**config.mk**
```make
export PLATFORM = sky130hd
export DESIGN_NAME = load_cell_drain_valve_sequencer
export DESIGN_NICKNAME = d
export VERILOG_FILES = /design/src/hw/rtl/lcdv_pkg.sv /design/src/hw/rtl/lcdv_cfg.sv /design/src/hw/rtl/lcdv_scale.sv /design/src/hw/rtl/lcdv_seq.sv /design/src/hw/rtl/load_cell_drain_valve_sequencer.sv
export SDC_FILE = /design/constraint.sdc
export NUM_CORES = 2
export LEC_CHECK = 0
export BUFFER_PORTS_ARGS = -buffer_cell sky130_fd_sc_hd__buf_4
export CAP_MARGIN = 5
export CORE_MARGIN = 2
export CORE_UTILIZATION = 35
export DETAILED_ROUTE_END_ITERATION = 6
export MAX_ROUTING_LAYER = met4
export SLEW_MARGIN = 20
export SYNTH_ARGS = -nofsm -noshare
export SYNTH_HDL_FRONTEND = slang
export SYNTH_SLANG_ARGS = --single-unit
```
**constraint.sdc**
```tcl
create_clock -name clk -period 20.7 [get_ports clk]
set_input_delay 2.07 -clock clk [delete_from_list [all_inputs] [get_ports clk]]
set_output_delay 2.07 -clock clk [all_outputs]
set_load 0.03 [all_outputs]
```
**src/hw/rtl/lcdv_pkg.sv**
```systemverilog
`default_nettype none

package lcdv_pkg;

    // Averaging and sample format
    localparam int SAMPLES_PER_AVERAGE = 32;
    localparam int SAMPLE_BITS         = 24;
    localparam int SUM_BITS            = SAMPLE_BITS + $clog2(SAMPLES_PER_AVERAGE);
    localparam int COUNT_BITS          = $clog2(SAMPLES_PER_AVERAGE + 1);

    // Register and result widths
    localparam int GAIN_BITS   = 18;
    localparam int GAIN_FRAC   = 16;
    localparam int THR_BITS    = 26;
    localparam int WEIGHT_BITS = 27;
    localparam int TOTAL_BITS  = 48;
    localparam int TICK_BITS   = 8;
    localparam int DRIVE_BITS  = 4;
    localparam int PHASE_BITS  = 3;
    localparam int DIFF_BITS   = SAMPLE_BITS + 1;
    localparam int PROD_BITS   = DIFF_BITS + GAIN_BITS;

    // Stream packing
    localparam int IN_FIELD_BITS  = SAMPLE_BITS + 2;
    localparam int IN_DATA_BITS   = ((IN_FIELD_BITS + 7) / 8) * 8;
    localparam int OUT_FIELD_BITS = DRIVE_BITS + PHASE_BITS + WEIGHT_BITS + TOTAL_BITS + 1;
    localparam int OUT_DATA_BITS  = ((OUT_FIELD_BITS + 7) / 8) * 8;

    // APB
    localparam int CFG_ADDR_BITS = 5;
    localparam int CFG_DATA_BITS = 32;

    localparam logic signed [SUM_BITS-1:0] AVG_DIV = SUM_BITS'(SAMPLES_PER_AVERAGE);
    localparam logic [COUNT_BITS-1:0] AVG_COUNT = COUNT_BITS'(SAMPLES_PER_AVERAGE);

    localparam logic signed [TOTAL_BITS-1:0] TOTAL_MAX = {1'b0, {(TOTAL_BITS-1){1'b1}}};
    localparam logic signed [TOTAL_BITS-1:0] TOTAL_MIN = {1'b1, {(TOTAL_BITS-1){1'b0}}};

    typedef enum logic [2:0] {
        REG_CAL_GAIN      = 3'd0,
        REG_FULL_THR      = 3'd1,
        REG_NEG_LIMIT     = 3'd2,
        REG_BYPASS_TICKS  = 3'd3,
        REG_MOTOR_TICKS   = 3'd4,
        REG_DRAIN_TICKS   = 3'd5,
        REG_CLOSE_TICKS   = 3'd6,
        REG_SETTLE_TICKS  = 3'd7
    } cfg_reg_t;

    typedef enum logic [PHASE_BITS-1:0] {
        PH_BYPASS_OPEN  = 3'd0,
        PH_MOTOR_OPEN   = 3'd1,
        PH_DRAIN_OPEN   = 3'd2,
        PH_BYPASS_CLOSE = 3'd3,
        PH_MOTOR_CLOSE  = 3'd4,
        PH_SETTLE       = 3'd5,
        PH_ZEROING      = 3'd6,
        PH_WEIGHING     = 3'd7
    } phase_t;

    // H-bridge codes: bit0 A1, bit1 A2, bit2 B1, bit3 B2
    localparam logic [DRIVE_BITS-1:0] DRIVE_OFF          = 4'h0;
    localparam logic [DRIVE_BITS-1:0] DRIVE_BYPASS_OPEN  = 4'hA;
    localparam logic [DRIVE_BITS-1:0] DRIVE_MOTOR_OPEN   = 4'h2;
    localparam logic [DRIVE_BITS-1:0] DRIVE_BYPASS_CLOSE = 4'h5;
    localparam logic [DRIVE_BITS-1:0] DRIVE_MOTOR_CLOSE  = 4'h1;

    // Register reset values
    localparam logic [GAIN_BITS-1:0]          RST_CAL_GAIN  = 18'd132665;
    localparam logic [THR_BITS-1:0]           RST_FULL_THR  = 26'd130000;
    localparam logic signed [WEIGHT_BITS-1:0] RST_NEG_LIMIT = -27'sd2000;
    localparam logic [TICK_BITS-1:0]          RST_BYPASS    = 8'd20;
    localparam logic [TICK_BITS-1:0]          RST_MOTOR     = 8'd10;
    localparam logic [TICK_BITS-1:0]          RST_DRAIN     = 8'd50;
    localparam logic [TICK_BITS-1:0]          RST_CLOSE     = 8'd30;
    localparam logic [TICK_BITS-1:0]          RST_SETTLE    = 8'd10;

    typedef struct packed {
        logic [GAIN_BITS-1:0]          cal_gain;
        logic [THR_BITS-1:0]           full_threshold;
        logic signed [WEIGHT_BITS-1:0] negative_limit;
        logic [TICK_BITS-1:0]          bypass_ticks;
        logic [TICK_BITS-1:0]          motor_on_ticks;
        logic [TICK_BITS-1:0]          drain_open_ticks;
        logic [TICK_BITS-1:0]          close_ticks;
        logic [TICK_BITS-1:0]          settle_ticks;
    } cfg_t;

    typedef struct packed {
        logic signed [SAMPLE_BITS-1:0] avg;
        logic signed [WEIGHT_BITS-1:0] weight;
        logic                          over_full;
        logic                          under_limit;
    } scale_t;

endpackage

`default_nettype wire

```
**src/hw/rtl/lcdv_cfg.sv**
```systemverilog
`default_nettype none

module lcdv_cfg
    import lcdv_pkg::*;
(
    input  wire logic                     clk,
    input  wire logic                     rst_n,
    input  wire logic                     psel,
    input  wire logic                     penable,
    input  wire logic                     pwrite,
    input  wire logic [CFG_ADDR_BITS-1:0] paddr,
    input  wire logic [CFG_DATA_BITS-1:0] pwdata,
    output logic      [CFG_DATA_BITS-1:0] prdata,
    output logic                          pready,
    output cfg_t                          cfg
);

    cfg_t     cfg_reg;
    cfg_t     cfg_next;
    cfg_reg_t sel;
    logic     wr_en;

    assign pready = 1'b1;
    assign sel    = cfg_reg_t'(paddr[CFG_ADDR_BITS-1:2]);
    assign wr_en  = psel && penable && pwrite && pready;
    assign cfg    = cfg_reg;

    always_comb
    begin
        cfg_next = cfg_reg;
        if (wr_en)
        begin
            unique case (sel)
                REG_CAL_GAIN:     cfg_next.cal_gain         = pwdata[GAIN_BITS-1:0];
                REG_FULL_THR:     cfg_next.full_threshold   = pwdata[THR_BITS-1:0];
                REG_NEG_LIMIT:    cfg_next.negative_limit   = $signed(pwdata[WEIGHT_BITS-1:0]);
                REG_BYPASS_TICKS: cfg_next.bypass_ticks     = pwdata[TICK_BITS-1:0];
                REG_MOTOR_TICKS:  cfg_next.motor_on_ticks   = pwdata[TICK_BITS-1:0];
                REG_DRAIN_TICKS:  cfg_next.drain_open_ticks = pwdata[TICK_BITS-1:0];
                REG_CLOSE_TICKS:  cfg_next.close_ticks      = pwdata[TICK_BITS-1:0];
                REG_SETTLE_TICKS: cfg_next.settle_ticks     = pwdata[TICK_BITS-1:0];
                default:          cfg_next = cfg_reg;
            endcase
        end
    end

    always_comb
    begin
        unique case (sel)
            REG_CAL_GAIN:     prdata = CFG_DATA_BITS'(cfg_reg.cal_gain);
            REG_FULL_THR:     prdata = CFG_DATA_BITS'(cfg_reg.full_threshold);
            REG_NEG_LIMIT:    prdata = CFG_DATA_BITS'(cfg_reg.negative_limit);
            REG_BYPASS_TICKS: prdata = CFG_DATA_BITS'(cfg_reg.bypass_ticks);
            REG_MOTOR_TICKS:  prdata = CFG_DATA_BITS'(cfg_reg.motor_on_ticks);
            REG_DRAIN_TICKS:  prdata = CFG_DATA_BITS'(cfg_reg.drain_open_ticks);
            REG_CLOSE_TICKS:  prdata = CFG_DATA_BITS'(cfg_reg.close_ticks);
            REG_SETTLE_TICKS: prdata = CFG_DATA_BITS'(cfg_reg.settle_ticks);
            default:          prdata = '0;
        endcase
    end

    always_ff @(posedge clk or negedge rst_n)
    begin
        if (!rst_n)
        begin
            cfg_reg.cal_gain         <= RST_CAL_GAIN;
            cfg_reg.full_threshold   <= RST_FULL_THR;
            cfg_reg.negative_limit   <= RST_NEG_LIMIT;
            cfg_reg.bypass_ticks     <= RST_BYPASS;
            cfg_reg.motor_on_ticks   <= RST_MOTOR;
            cfg_reg.drain_open_ticks <= RST_DRAIN;
            cfg_reg.close_ticks      <= RST_CLOSE;
            cfg_reg.settle_ticks     <= RST_SETTLE;
        end
        else
        begin
            cfg_reg <= cfg_next;
        end
    end

endmodule

`default_nettype wire

```
**src/hw/rtl/lcdv_scale.sv**
```systemverilog
`default_nettype none

// Average, offset removal and Q2.16 gain for one completed sample window.
module lcdv_scale
    import lcdv_pkg::*;
(
    input  cfg_t                          cfg,
    input  wire logic signed [SUM_BITS-1:0]    sum,
    input  wire logic signed [SAMPLE_BITS-1:0] offset,
    output scale_t                        res
);

    logic signed [SUM_BITS-1:0]    quot;
    logic signed [SAMPLE_BITS-1:0] avg;
    logic signed [DIFF_BITS-1:0]   diff;
    logic        [DIFF_BITS-1:0]   mag;
    logic        [PROD_BITS-1:0]   prod;
    logic        [WEIGHT_BITS-1:0] mag_w;
    logic signed [WEIGHT_BITS-1:0] weight;

    // signed divide by a power of two: truncates toward zero
    assign quot = sum / AVG_DIV;
    assign avg  = quot[SAMPLE_BITS-1:0];
    assign diff = DIFF_BITS'(avg) - DIFF_BITS'(offset);
    assign mag  = diff[DIFF_BITS-1] ? $unsigned(-diff) : $unsigned(diff);
    assign prod = PROD_BITS'(mag) * PROD_BITS'(cfg.cal_gain);
    assign mag_w = prod[GAIN_FRAC +: WEIGHT_BITS];
    assign weight = diff[DIFF_BITS-1] ? -$signed(mag_w) : $signed(mag_w);

    assign res.avg         = avg;
    assign res.weight      = weight;
    assign res.over_full   = $signed({weight[WEIGHT_BITS-1], weight})
                             > $signed({2'b00, cfg.full_threshold});
    assign res.under_limit = weight < cfg.negative_limit;

endmodule

`default_nettype wire

```
**src/hw/rtl/lcdv_seq.sv**
```systemverilog
`default_nettype none

// Phase sequencer, averaging state and result register.
module lcdv_seq
    import lcdv_pkg::*;
(
    input  wire logic                          clk,
    input  wire logic                          rst_n,
    input  cfg_t                               cfg,
    input  wire logic                          advance,
    input  wire logic                          out_ready,
    input  wire logic                          in_sample_valid,
    input  wire logic signed [SAMPLE_BITS-1:0] in_sample,
    input  wire logic                          in_sync,
    input  wire logic                          in_zero_req,
    output logic                               out_valid,
    output logic [DRIVE_BITS-1:0]              valve_drive,
    output logic [PHASE_BITS-1:0]              phase,
    output logic signed [WEIGHT_BITS-1:0]      weight_out,
    output logic                               weight_valid,
    output logic signed [TOTAL_BITS-1:0]       total_weight,
    output logic                               may_sleep
);

    phase_t                        phase_reg, phase_next, ph_cur;
    logic [TICK_BITS-1:0]          timer_reg, timer_next;
    logic [COUNT_BITS-1:0]         count_reg, count_next, count_inc;
    logic signed [SUM_BITS-1:0]    sum_reg, sum_next, sum_add;
    logic signed [SAMPLE_BITS-1:0] offset_reg, offset_next;
    logic signed [WEIGHT_BITS-1:0] weight_reg, weight_next;
    logic signed [TOTAL_BITS-1:0]  total_reg, total_next, total_sat;
    logic [DRIVE_BITS-1:0]         drive_reg, drive_next;
    logic                          pending_reg, pending_next, pend_cur;
    logic                          wv_reg, wv_next;
    logic                          out_valid_reg, out_valid_next;

    logic                          act;
    logic                          take;
    logic                          win_done;
    logic                          drain;
    logic                          timed;
    logic [DRIVE_BITS-1:0]         drive_code;
    logic [TICK_BITS-1:0]          load_ticks;
    logic signed [TOTAL_BITS:0]    total_wide;
    scale_t                        res;

    // sync takes effect before the phase acts
    assign ph_cur   = in_sync ? PH_BYPASS_OPEN : phase_reg;
    assign act      = advance && (timer_reg == '0);
    assign take     = in_sample_valid && (ph_cur == PH_ZEROING || ph_cur == PH_WEIGHING);
    assign sum_add  = sum_reg + SUM_BITS'(in_sample);
    assign count_inc = count_reg + 1'b1;
    assign win_done = count_inc >= AVG_COUNT;
    assign pend_cur = pending_reg || in_zero_req;
    assign drain    = res.over_full || pend_cur;

    lcdv_scale u_scale (
        .cfg    (cfg),
        .sum    (sum_add),
        .offset (offset_reg),
        .res    (res)
    );

    // saturating accumulate of the drained weight
    assign total_wide = TOTAL_BITS'(0) + (TOTAL_BITS+1)'(total_reg) + (TOTAL_BITS+1)'(res.weight);
    always_comb
    begin
        if (total_wide[TOTAL_BITS] != total_wide[TOTAL_BITS-1])
            total_sat = total_wide[TOTAL_BITS] ? TOTAL_MIN : TOTAL_MAX;
        else
            total_sat = total_wide[TOTAL_BITS-1:0];
    end

    // next phase
    always_comb
    begin
        phase_next = phase_reg;
        if (advance)
        begin
            phase_next = ph_cur;
            if (act)
            begin
                unique case (ph_cur)
                    PH_BYPASS_OPEN:  phase_next = PH_MOTOR_OPEN;
                    PH_MOTOR_OPEN:   phase_next = PH_DRAIN_OPEN;
                    PH_DRAIN_OPEN:   phase_next = PH_BYPASS_CLOSE;
                    PH_BYPASS_CLOSE: phase_next = PH_MOTOR_CLOSE;
                    PH_MOTOR_CLOSE:  phase_next = PH_SETTLE;
                    PH_SETTLE:       phase_next = PH_ZEROING;
                    PH_ZEROING:
                        if (take && win_done)
                            phase_next = PH_WEIGHING;
                    PH_WEIGHING:
                        if (take && win_done)
                        begin
                            if (res.under_limit)
                                phase_next = PH_ZEROING;
                            else if (drain)
                                phase_next = PH_BYPASS_OPEN;
                        end
                    default: phase_next = phase_reg;
                endcase
            end
        end
    end

    // per-phase drive code and dwell
    always_comb
    begin
        timed      = 1'b1;
        drive_code = DRIVE_OFF;
        load_ticks = '0;
        unique case (ph_cur)
            PH_BYPASS_OPEN:
            begin
                drive_code = DRIVE_BYPASS_OPEN;
                load_ticks = cfg.bypass_ticks;
            end
            PH_MOTOR_OPEN:
            begin
                drive_code = DRIVE_MOTOR_OPEN;
                load_ticks = cfg.motor_on_ticks;
            end
            PH_DRAIN_OPEN:
            begin
                drive_code = DRIVE_OFF;
                load_ticks = cfg.drain_open_ticks;
            end
            PH_BYPASS_CLOSE:
            begin
                drive_code = DRIVE_BYPASS_CLOSE;
                load_ticks = cfg.bypass_ticks;
            end
            PH_MOTOR_CLOSE:
            begin
                drive_code = DRIVE_MOTOR_CLOSE;
                load_ticks = cfg.close_ticks;
            end
            PH_SETTLE:
            begin
                drive_code = DRIVE_OFF;
                load_ticks = cfg.settle_ticks;
            end
            default:
                timed = 1'b0;
        endcase
    end

    // datapath state
    always_comb
    begin
        timer_next   = timer_reg;
        count_next   = count_reg;
        sum_next     = sum_reg;
        offset_next  = offset_reg;
        weight_next  = weight_reg;
        total_next   = total_reg;
        drive_next   = drive_reg;
        pending_next = pending_reg;
        wv_next      = wv_reg;

        if (advance)
        begin
            pending_next = pend_cur;
            wv_next      = 1'b0;
            if (in_sync)
                total_next = '0;

            if (timer_reg != '0)
            begin
                timer_next = timer_reg - 1'b1;
            end
            else if (timed)
            begin
                drive_next = drive_code;
                timer_next = load_ticks;
                if (ph_cur == PH_SETTLE)
                begin
                    count_next = '0;
                    sum_next   = '0;
                end
            end
            else if (take)
            begin
                sum_next   = sum_add;
                count_next = count_inc;
                if (win_done)
                begin
                    count_next = '0;
                    sum_next   = '0;
                    if (ph_cur == PH_ZEROING)
                    begin
                        offset_next = res.avg;
                    end
                    else
                    begin
                        weight_next = res.weight;
                        wv_next     = 1'b1;
                        if (drain)
                        begin
                            total_next   = total_sat;
                            weight_next  = '0;
                            pending_next = 1'b0;
                        end
                    end
                end
            end
        end
    end

    always_comb
    begin
        if (advance)
            out_valid_next = 1'b1;
        else if (out_ready)
            out_valid_next = 1'b0;
        else
            out_valid_next = out_valid_reg;
    end

    always_ff @(posedge clk or negedge rst_n)
    begin
        if (!rst_n)
        begin
            phase_reg     <= PH_BYPASS_OPEN;
            timer_reg     <= '0;
            count_reg     <= '0;
            sum_reg       <= '0;
            offset_reg    <= '0;
            weight_reg    <= '0;
            total_reg     <= '0;
            drive_reg     <= DRIVE_OFF;
            pending_reg   <= 1'b0;
            wv_reg        <= 1'b0;
            out_valid_reg <= 1'b0;
        end
        else
        begin
            phase_reg     <= phase_next;
            timer_reg     <= timer_next;
            count_reg     <= count_next;
            sum_reg       <= sum_next;
            offset_reg    <= offset_next;
            weight_reg    <= weight_next;
            total_reg     <= total_next;
            drive_reg     <= drive_next;
            pending_reg   <= pending_next;
            wv_reg        <= wv_next;
            out_valid_reg <= out_valid_next;
        end
    end

    // state registers double as the result register
    assign out_valid    = out_valid_reg;
    assign valve_drive  = drive_reg;
    assign phase        = phase_reg;
    assign weight_out   = weight_reg;
    assign weight_valid = wv_reg;
    assign total_weight = total_reg;
    assign may_sleep    = (phase_reg == PH_WEIGHING);

`ifndef NO_ASSERTIONS
    a_wv_phase: assert property (@(posedge clk) disable iff (!rst_n)
        out_valid_reg && wv_reg |-> phase_reg == PH_BYPASS_OPEN
            || phase_reg == PH_ZEROING || phase_reg == PH_WEIGHING)
        else $error("weighing result outside a weighing exit phase");

    a_sync_total: assert property (@(posedge clk) disable iff (!rst_n)
        advance && in_sync |=> total_reg == '0)
        else $error("sync did not clear the total");

    a_timer_hold: assert property (@(posedge clk) disable iff (!rst_n)
        advance && timer_reg != '0 && !in_sync |=> phase_reg == $past(phase_reg)
            && timer_reg == $past(timer_reg) - 1'b1)
        else $error("phase moved while the dwell timer ran");
`endif

endmodule

`default_nettype wire

```
**src/hw/rtl/load_cell_drain_valve_sequencer.sv**
```systemverilog
// Load-cell drain-valve sequencer. Each request on the input stream is one
// tick and yields exactly one result carrying the valve drive, the phase, the
// last calibrated weight, a weighing-done flag, the saturating drained total
// and a sleep hint. A tick is registered on entry, then the whole phase update
// (timer, valve decode, 32-sample average, offset removal, one 25x18 gain
// multiply, threshold compares, 48-bit saturating add) runs in one combinational
// pass into the state registers, which double as the result register. Throughput
// is one request per clock while results are taken; a result not taken holds
// the next request in the input register, but does not block a request from
// entering it while it is empty. Configure over APB only while the stream is
// idle; registers sit at byte offsets 4*i, reads return the value.
`default_nettype none

module load_cell_drain_valve_sequencer
    import lcdv_pkg::*;
(
    input  wire logic                     clk,
    input  wire logic                     rst_n,

    input  wire logic                     s_tvalid,
    output logic                          s_tready,
    // [23:0] sample, [24] sync_command, [25] zero_request, rest zero
    input  wire logic [IN_DATA_BITS-1:0]  s_tdata,
    // [0] sample_valid
    input  wire logic                     s_tuser,

    output logic                          m_tvalid,
    input  wire logic                     m_tready,
    // [3:0] valve_drive, [6:4] phase, [33:7] weight_out,
    // [81:34] total_weight, [82] may_sleep, rest zero
    output logic [OUT_DATA_BITS-1:0]      m_tdata,
    // [0] weight_valid
    output logic                          m_tuser,

    input  wire logic                     psel,
    input  wire logic                     penable,
    input  wire logic                     pwrite,
    input  wire logic [CFG_ADDR_BITS-1:0] paddr,
    input  wire logic [CFG_DATA_BITS-1:0] pwdata,
    output logic      [CFG_DATA_BITS-1:0] prdata,
    output logic                          pready
);

    cfg_t cfg;

    // input register
    logic                          in_valid_reg, in_valid_next;
    logic                          in_svalid_reg;
    logic signed [SAMPLE_BITS-1:0] in_sample_reg;
    logic                          in_sync_reg;
    logic                          in_zero_reg;

    logic s_accept;
    logic advance;
    logic out_valid;

    logic [DRIVE_BITS-1:0]         valve_drive;
    logic [PHASE_BITS-1:0]         phase;
    logic signed [WEIGHT_BITS-1:0] weight_out;
    logic                          weight_valid;
    logic signed [TOTAL_BITS-1:0]  total_weight;
    logic                          may_sleep;

    // request moves into the sequencer when the result slot is free or drains
    assign advance  = in_valid_reg && (!out_valid || m_tready);
    assign s_tready = !in_valid_reg || advance;
    assign s_accept = s_tvalid && s_tready;

    always_comb
    begin
        if (s_accept)
            in_valid_next = 1'b1;
        else if (advance)
            in_valid_next = 1'b0;
        else
            in_valid_next = in_valid_reg;
    end

    always_ff @(posedge clk or negedge rst_n)
    begin
        if (!rst_n)
            in_valid_reg <= 1'b0;
        else
            in_valid_reg <= in_valid_next;
    end

    // payload needs no reset
    always_ff @(posedge clk)
    begin
        if (s_accept)
        begin
            in_svalid_reg <= s_tuser;
            in_sample_reg <= $signed(s_tdata[SAMPLE_BITS-1:0]);
            in_sync_reg   <= s_tdata[SAMPLE_BITS];
            in_zero_reg   <= s_tdata[SAMPLE_BITS+1];
        end
    end

    lcdv_cfg u_cfg (
        .clk     (clk),
        .rst_n   (rst_n),
        .psel    (psel),
        .penable (penable),
        .pwrite  (pwrite),
        .paddr   (paddr),
        .pwdata  (pwdata),
        .prdata  (prdata),
        .pready  (pready),
        .cfg     (cfg)
    );

    lcdv_seq u_seq (
        .clk             (clk),
        .rst_n           (rst_n),
        .cfg             (cfg),
        .advance         (advance),
        .out_ready       (m_tready),
        .in_sample_valid (in_svalid_reg),
        .in_sample       (in_sample_reg),
        .in_sync         (in_sync_reg),
        .in_zero_req     (in_zero_reg),
        .out_valid       (out_valid),
        .valve_drive     (valve_drive),
        .phase           (phase),
        .weight_out      (weight_out),
        .weight_valid    (weight_valid),
        .total_weight    (total_weight),
        .may_sleep       (may_sleep)
    );

    assign m_tvalid = out_valid;
    assign m_tuser  = weight_valid;
    assign m_tdata  = OUT_DATA_BITS'({may_sleep, total_weight, weight_out, phase, valve_drive});

endmodule

`default_nettype wire
```
Word level (Yosys, flattened, before mapping)

Cells that the tools add are included.

Bits in registers: 291
Latch bits: 0
RAM bits: 0
Bits in read-only memories: 0
Input port bits: 77
Output and inout bits: 124
Word-level logic and storage cells: 143
Memories: 0

Add/subtract/negate cells: 8
Multipliers: 1
Divide/modulo/power cells: 0
Order comparisons: 3
Eq/ne operators: 17
Shift-type cells: 0
Muxes and demuxes: 48
Bitwise logic cells: 4
Reductions and logical operators: 38

Operators by type and width:

| operator                                       | count |
|---|---|
| 2-to-1 mux 48 bit                              | 9 |
| case mux 32 bit (8 select lines)               | 1 |
| 2-to-1 mux 29 bit                              | 4 |
| 2-to-1 mux 27 bit                              | 2 |
| adder 48 x 27 -> 49 bit                        | 1 |
| multiplier 25 x 18 -> 43 bit                   | 1 |
| case mux 8 bit (5 select lines)                | 1 |
| adder 29 x 24 -> 29 bit                        | 1 |
| == test 3 bit (second input constant)          | 9 |
| greater-than comparator 27 bit                 | 1 |
| < comparator 27 bit                            | 1 |
| negator 27 bit                                 | 1 |
| 2-to-1 mux 25 bit                              | 1 |
| negator 25 bit                                 | 1 |
| subtractor 24 x 24 -> 25 bit                   | 1 |
| adder 24 x 1 -> 24 bit                         | 1 |
| 2-to-1 mux 6 bit                               | 4 |
| case mux 3 bit (8 select lines)                | 1 |
| 2-to-1 mux 3 bit                               | 6 |
| AND reduction 2 bit                            | 9 |
| 2-to-1 mux 1 bit                               | 16 |
| 2-to-1 mux 8 bit                               | 2 |
| case mux 4 bit (4 select lines)                | 1 |
| == test 3 x 2 -> 1 bit (second input constant) | 4 |
| other kinds (21)                               | 40 |

Depth between registers and ports, before layout

Depth after elaboration: 19
Gate-level depth with buffers: 69
Gate-level depth less buffers: 65

Hierarchy

Synthesis repeated with hierarchy kept, for this count alone.

Cell total of the unflattened synthesis: 4169
Area, all modules: 36879.1 um^2

Modules (own cells, without submodules):

| module                          | instances | cells an instance | area each (um^2) | seq. area each (um^2) |
|---|---|---|---|---|
| lcdv_scale                      | 1         | 2485              | 19755.2          | 0.0 |
| lcdv_seq                        | 1         | 1259              | 10948.0          | 3803.6 |
| lcdv_cfg                        | 1         | 385               | 5245.0           | 2839.0 |
| load_cell_drain_valve_sequencer | 1         | 40                | 930.9            | 835.8 |

Least setup slack after synthesis

Ideal clock, no wire load.

Path kind: flip-flop to flip-flop
Start: reg in_sample_reg[0]
End: reg u_seq.total_reg[11] (netlist: u_seq.total_weight[11])
Setup time: 0.126 ns
Data arrival time: 16.547 ns
Required time: 20.574 ns
Slack: 4.027 ns
Cell stages (with the launch flop): 62
Buffers on the path: 4
Period minus slack after synthesis: 16.673 ns
Cells stage by stage: edfxtp_1 -> ha_1 -> fa_1 -> a21o_1 -> a21oi_1 -> nor3_1 -> o221a_2 -> o211ai_1 -> a21boi_0 -> o41a_1 -> and4_1 -> nor3_1 -> o41a_1 -> ha_1 -> ha_1 -> and3_1 -> or4b_2 -> xor2_1 -> [... 26 more ...] -> a2111oi_0 -> nor3_1 -> nor3_1 -> nand3_1 -> nand2_1 -> xnor2_1 -> ha_1 -> nand3_1 -> nor3b_1 -> and2_1 -> o41a_1 -> o21bai_1 -> a31oi_1 -> o211a_1 -> a211oi_1 -> clkbuf_1 -> maj3_1 -> mux2i_1

RTL lines:

| what                     | line                                  | RTL |
|---|---|---|
| start: declaration       | load_cell_drain_valve_sequencer.sv:49 | `logic signed [SAMPLE_BITS-1:0] in_sample_reg;` |
| start signal: assignment | load_cell_drain_valve_sequencer.sv:93 | `in_sample_reg <= $signed(s_tdata[SAMPLE_BITS-1:0]);` |
| end signal: assignment   | lcdv_seq.sv:245                       | `total_reg <= total_next;` |
| end: declaration         | lcdv_seq.sv:31                        | `logic signed [TOTAL_BITS-1:0] total_reg, total_next, total_sat;` |

==> results by group <==
Logic synthesis
  – Seq/Total Area, Yosys: 20.5%
  – Cell Area, Synth: 0.0365 mm^2
  – Post-synth ARST share: 90.7%
  – Number of synthesized flops with an enable pin: 27
  – Post-synth cell types: 95
  – Top FF cell, synth: dfrtp_1
  – Mapped Cells: 4,161
  – #FFs+latches synth: between 200 and 300
  – Synthesis Warnings: 0
  – Synthesized area per cell: roughly 8.8 um^2

Placed design
  – Area post-placement: 0.0395 mm^2
  – DP HPWL: 82,000 um
  – Port-buffer cells: approximately 180
  – GPL Wtd Cong: approximately 0.93

Floorplanning
  – IO Count: 201
  – # rows: 118
  – Die height: 327 um
  – Die ar.: 0.107 mm^2
  – Width of the die: 327 um
  – Core area: a little over 0.1 mm^2
  – Starting Density: a little over a third

Timing
  – Clk_skew: 0.0321 ns
  – Fin crit share: 94.1%
  – Post-Route Setup TNS: 0 ns
  – Tmin final: between 15 and 20 ns
  – Hold slack: ~0.48 ns
  – Final setup violation count: 0
  – Max-slew violation count: 0
  – F_max: between 50 and 60 MHz
  – Slew headroom: 21.7%
  – Final hold violation count: 0
  – RSZ-0062 raised after global routing: no
  – Worst Tran Pin Value: 1.17 ns

Final layout
  – Layout cells sized above 1: 12.2%
  – Fin area: 0.0406 mm^2
  – Nets: 4,987
  – Max reg flops: 111
  – Synth-to-layout area growth: 11.3%

CTS
  – CTS Root Cell: clkbuf_16
  – Postcts setup bufs: 0
  – Clock latency on the worst-skew pair: ~0.57 ns
  – Htree depth: 2
  – TritonCTS Sinks: approximately 290
  – Clock buffers created by TritonCTS: 34
  – Clk pin slew, worst setup/hold paths: 0.06 ns
  – Clock Tree Buf Depth: 3
  – CTS tree: built

Global routing
  – GRT Residual Overflow: 0
  – Vias in the first global route: 30,200
  – Initial antenna violation count: 2
  – First-pass GRT wire length: 171,000 um
  – GRT Overall Usage: 20.6%
  – Largest net degree at the start of global routing: a little under 90

Setup path
  – Crit end category: register
  – Crit path buffers/inverters: 6
  – Max incr delay on CP: 0.80 ns
  – Critical path arrival: 19.92 ns
  – Slowest-stage cell, CP: a2111oi_0
  – WP data required: 21.15 ns
  – Critical path peak fanout: 14
  – Startpoint types: register
  – Critical path class: register to register
  – Top cell by count, worst path: fa_1
  – Crit path max-delay family: compound AO/OA/AOI/OAI gates

Routing
  – Drt total wl: 107,000 um
  – Routed Antenna Nets: 0
  – Avg WL per Cell: 18.8 um
  – Vias after detailed routing: 30,000
  – DRT Pass-1 Iters: 5
  – # DRC: 0
  – Vias/cell: between 5 and 6
  – DRT iter0 DRCs: 1,950

Status
  – Outcome: completed

Flow run
  – Max-Cap Viols: 0

Hold path
  – Worst hold path class: register to register
## path summary, 6_finish.rpt
check	from	endpoint	slack [ns]	depth (start not counted)
setup / recovery	in_sample_reg[0]	u_seq.total_weight[36]	1.23	62
hold / removal	u_seq.offset_reg[23]	u_seq.offset_reg[23]	0.48	2
setup reg to reg	in_sample_reg[0]	u_seq.total_weight[36]	1.23	62
hold reg to reg	u_seq.offset_reg[23]	u_seq.offset_reg[23]	0.48	2
max in group asynchronous	rst_n	u_seq.weight_out[24]	17.24	3
min in group asynchronous	rst_n	u_seq.sum_reg[15]	1.49	1
## cell usage in the layout (no fill, tap or decap), drive strengths merged, types with 43 or more instances in the layout
cell,n
mux2,96
nand2,523
and2,184
a21oi,193
clkbuf,43
xor2,58
nand3,55
fa,369
nor2b,76
o21ai,196
inv,566
buf,263
dfstp,49
ha,275
xnor2,101
nor2,177
a21o,80
mux2i,78
nor3,56
nand4,52
dfrtp,215
## kinds of logic (layout without fill, tap and decap cells)
family | after synthesis | after routing | synth area share [%]
other cells | 2 | 9 | 0.0206
xor+xnor | 159 | 159 | 3.82
buf+inv | 761 | 888 | 8.07
compound gates | 812 | 812 | 14.6
fa+ha+maj | 676 | 676 | 30.6
simple gates | 1284 | 1284 | 17.2
flops | 291 | 291 | 20.5
mux | 176 | 176 | 5.23
## final cells by class
| cell class | instances | area (um^2) |
|---|---|---|
| Fill cell | 10400 | 62900 |
| Multi-Input combinational cell | 3113 | 26200 |
| Sequential cell | 291 | 7480 |
| Inverter | 563 | 2110 |
| Timing Repair Buffer | 263 | 2010 |
| Tap cell | 1380 | 1730 |
| Clock buffer | 43 | 926 |
| Clock inverter | 19 | 179 |
| Antenna cell | 3 | 7.51 |
## Yosys cell counts (all sizes together) (8+ instances only)
| cell | number | area [um^2] |
|---|---|---|
| o211ai | 15 | 113 |
| a21o | 80 | 601 |
| inv | 563 | 2110 |
| a22o | 32 | 280 |
| nor2b | 76 | 475 |
| nand2 | 523 | 1970 |
| fa | 369 | 7390 |
| maj3 | 32 | 320 |
| a221oi | 16 | 140 |
| a31o | 15 | 131 |
| ha | 275 | 3440 |
| and2 | 184 | 1150 |
| edfxtp | 27 | 811 |
| a211o | 10 | 87.6 |
| nand4 | 52 | 338 |
| o21a | 24 | 180 |
| and4 | 13 | 114 |
| a22oi | 17 | 128 |
| and3 | 31 | 194 |
| nor4 | 21 | 153 |
| or4 | 10 | 75.1 |
| nor3 | 56 | 280 |
| a21oi | 193 | 970 |
| xnor2 | 101 | 885 |
| o21bai | 27 | 203 |
| a211oi | 26 | 200 |
| mux2i | 78 | 781 |
| nand3 | 55 | 280 |
| buf | 30 | 199 |
| or3 | 22 | 138 |
| nand2b | 36 | 225 |
| a31oi | 37 | 246 |
| o21ai | 196 | 981 |
| a21boi | 9 | 67.6 |
| nor2 | 177 | 664 |
| o31ai | 24 | 180 |
| xor2 | 58 | 508 |
| o22ai | 8 | 50.1 |
| dfrtp | 215 | 5380 |
| or2 | 8 | 50.1 |
| dfstp | 49 | 1290 |
| clkbuf | 168 | 631 |
| mux2 | 96 | 1080 |
## tightest hold or removal path: stages (launching register included)
cell and delay, ns:
dfrtp_1 0.34, nand2_1 0.05, o31ai_1 0.06
## stage by stage
| step | setup WS, ns | cells | utilization, % |
|---|---|---|---|
| finish | 1.23 | 5675 | 39.3 |
| global route | 0.0118 | 5674 | 39.3 |
| CTS | 1.51 | 5672 | 39.2 |
| detailed placement | 1.60 | 5610 | 38.2 |
| global placement | 1.71 | 5610 | 38.2 |
| floorplan | 4.03 | 4165 | - |
## layer usage
layer  wire, um  vias to the layer above  GRT usage [%]
met5          0                        -              -
met4       2600                        0           5.36
met3       4260                      137           1.60
met2      51100                      627           33.8
met1      48600                    15000           27.4
li1           -                    14200              -
## what timing repair did
action                     in CTS  in global routing
hold buffers                    0                  0
setup endpoints to repair       0                  6
gates resized for setup         0                  1
Power is left out: the tool's default activity adds up to more than one toggle a clock period on the data nets, which glitch-free logic cannot reach.
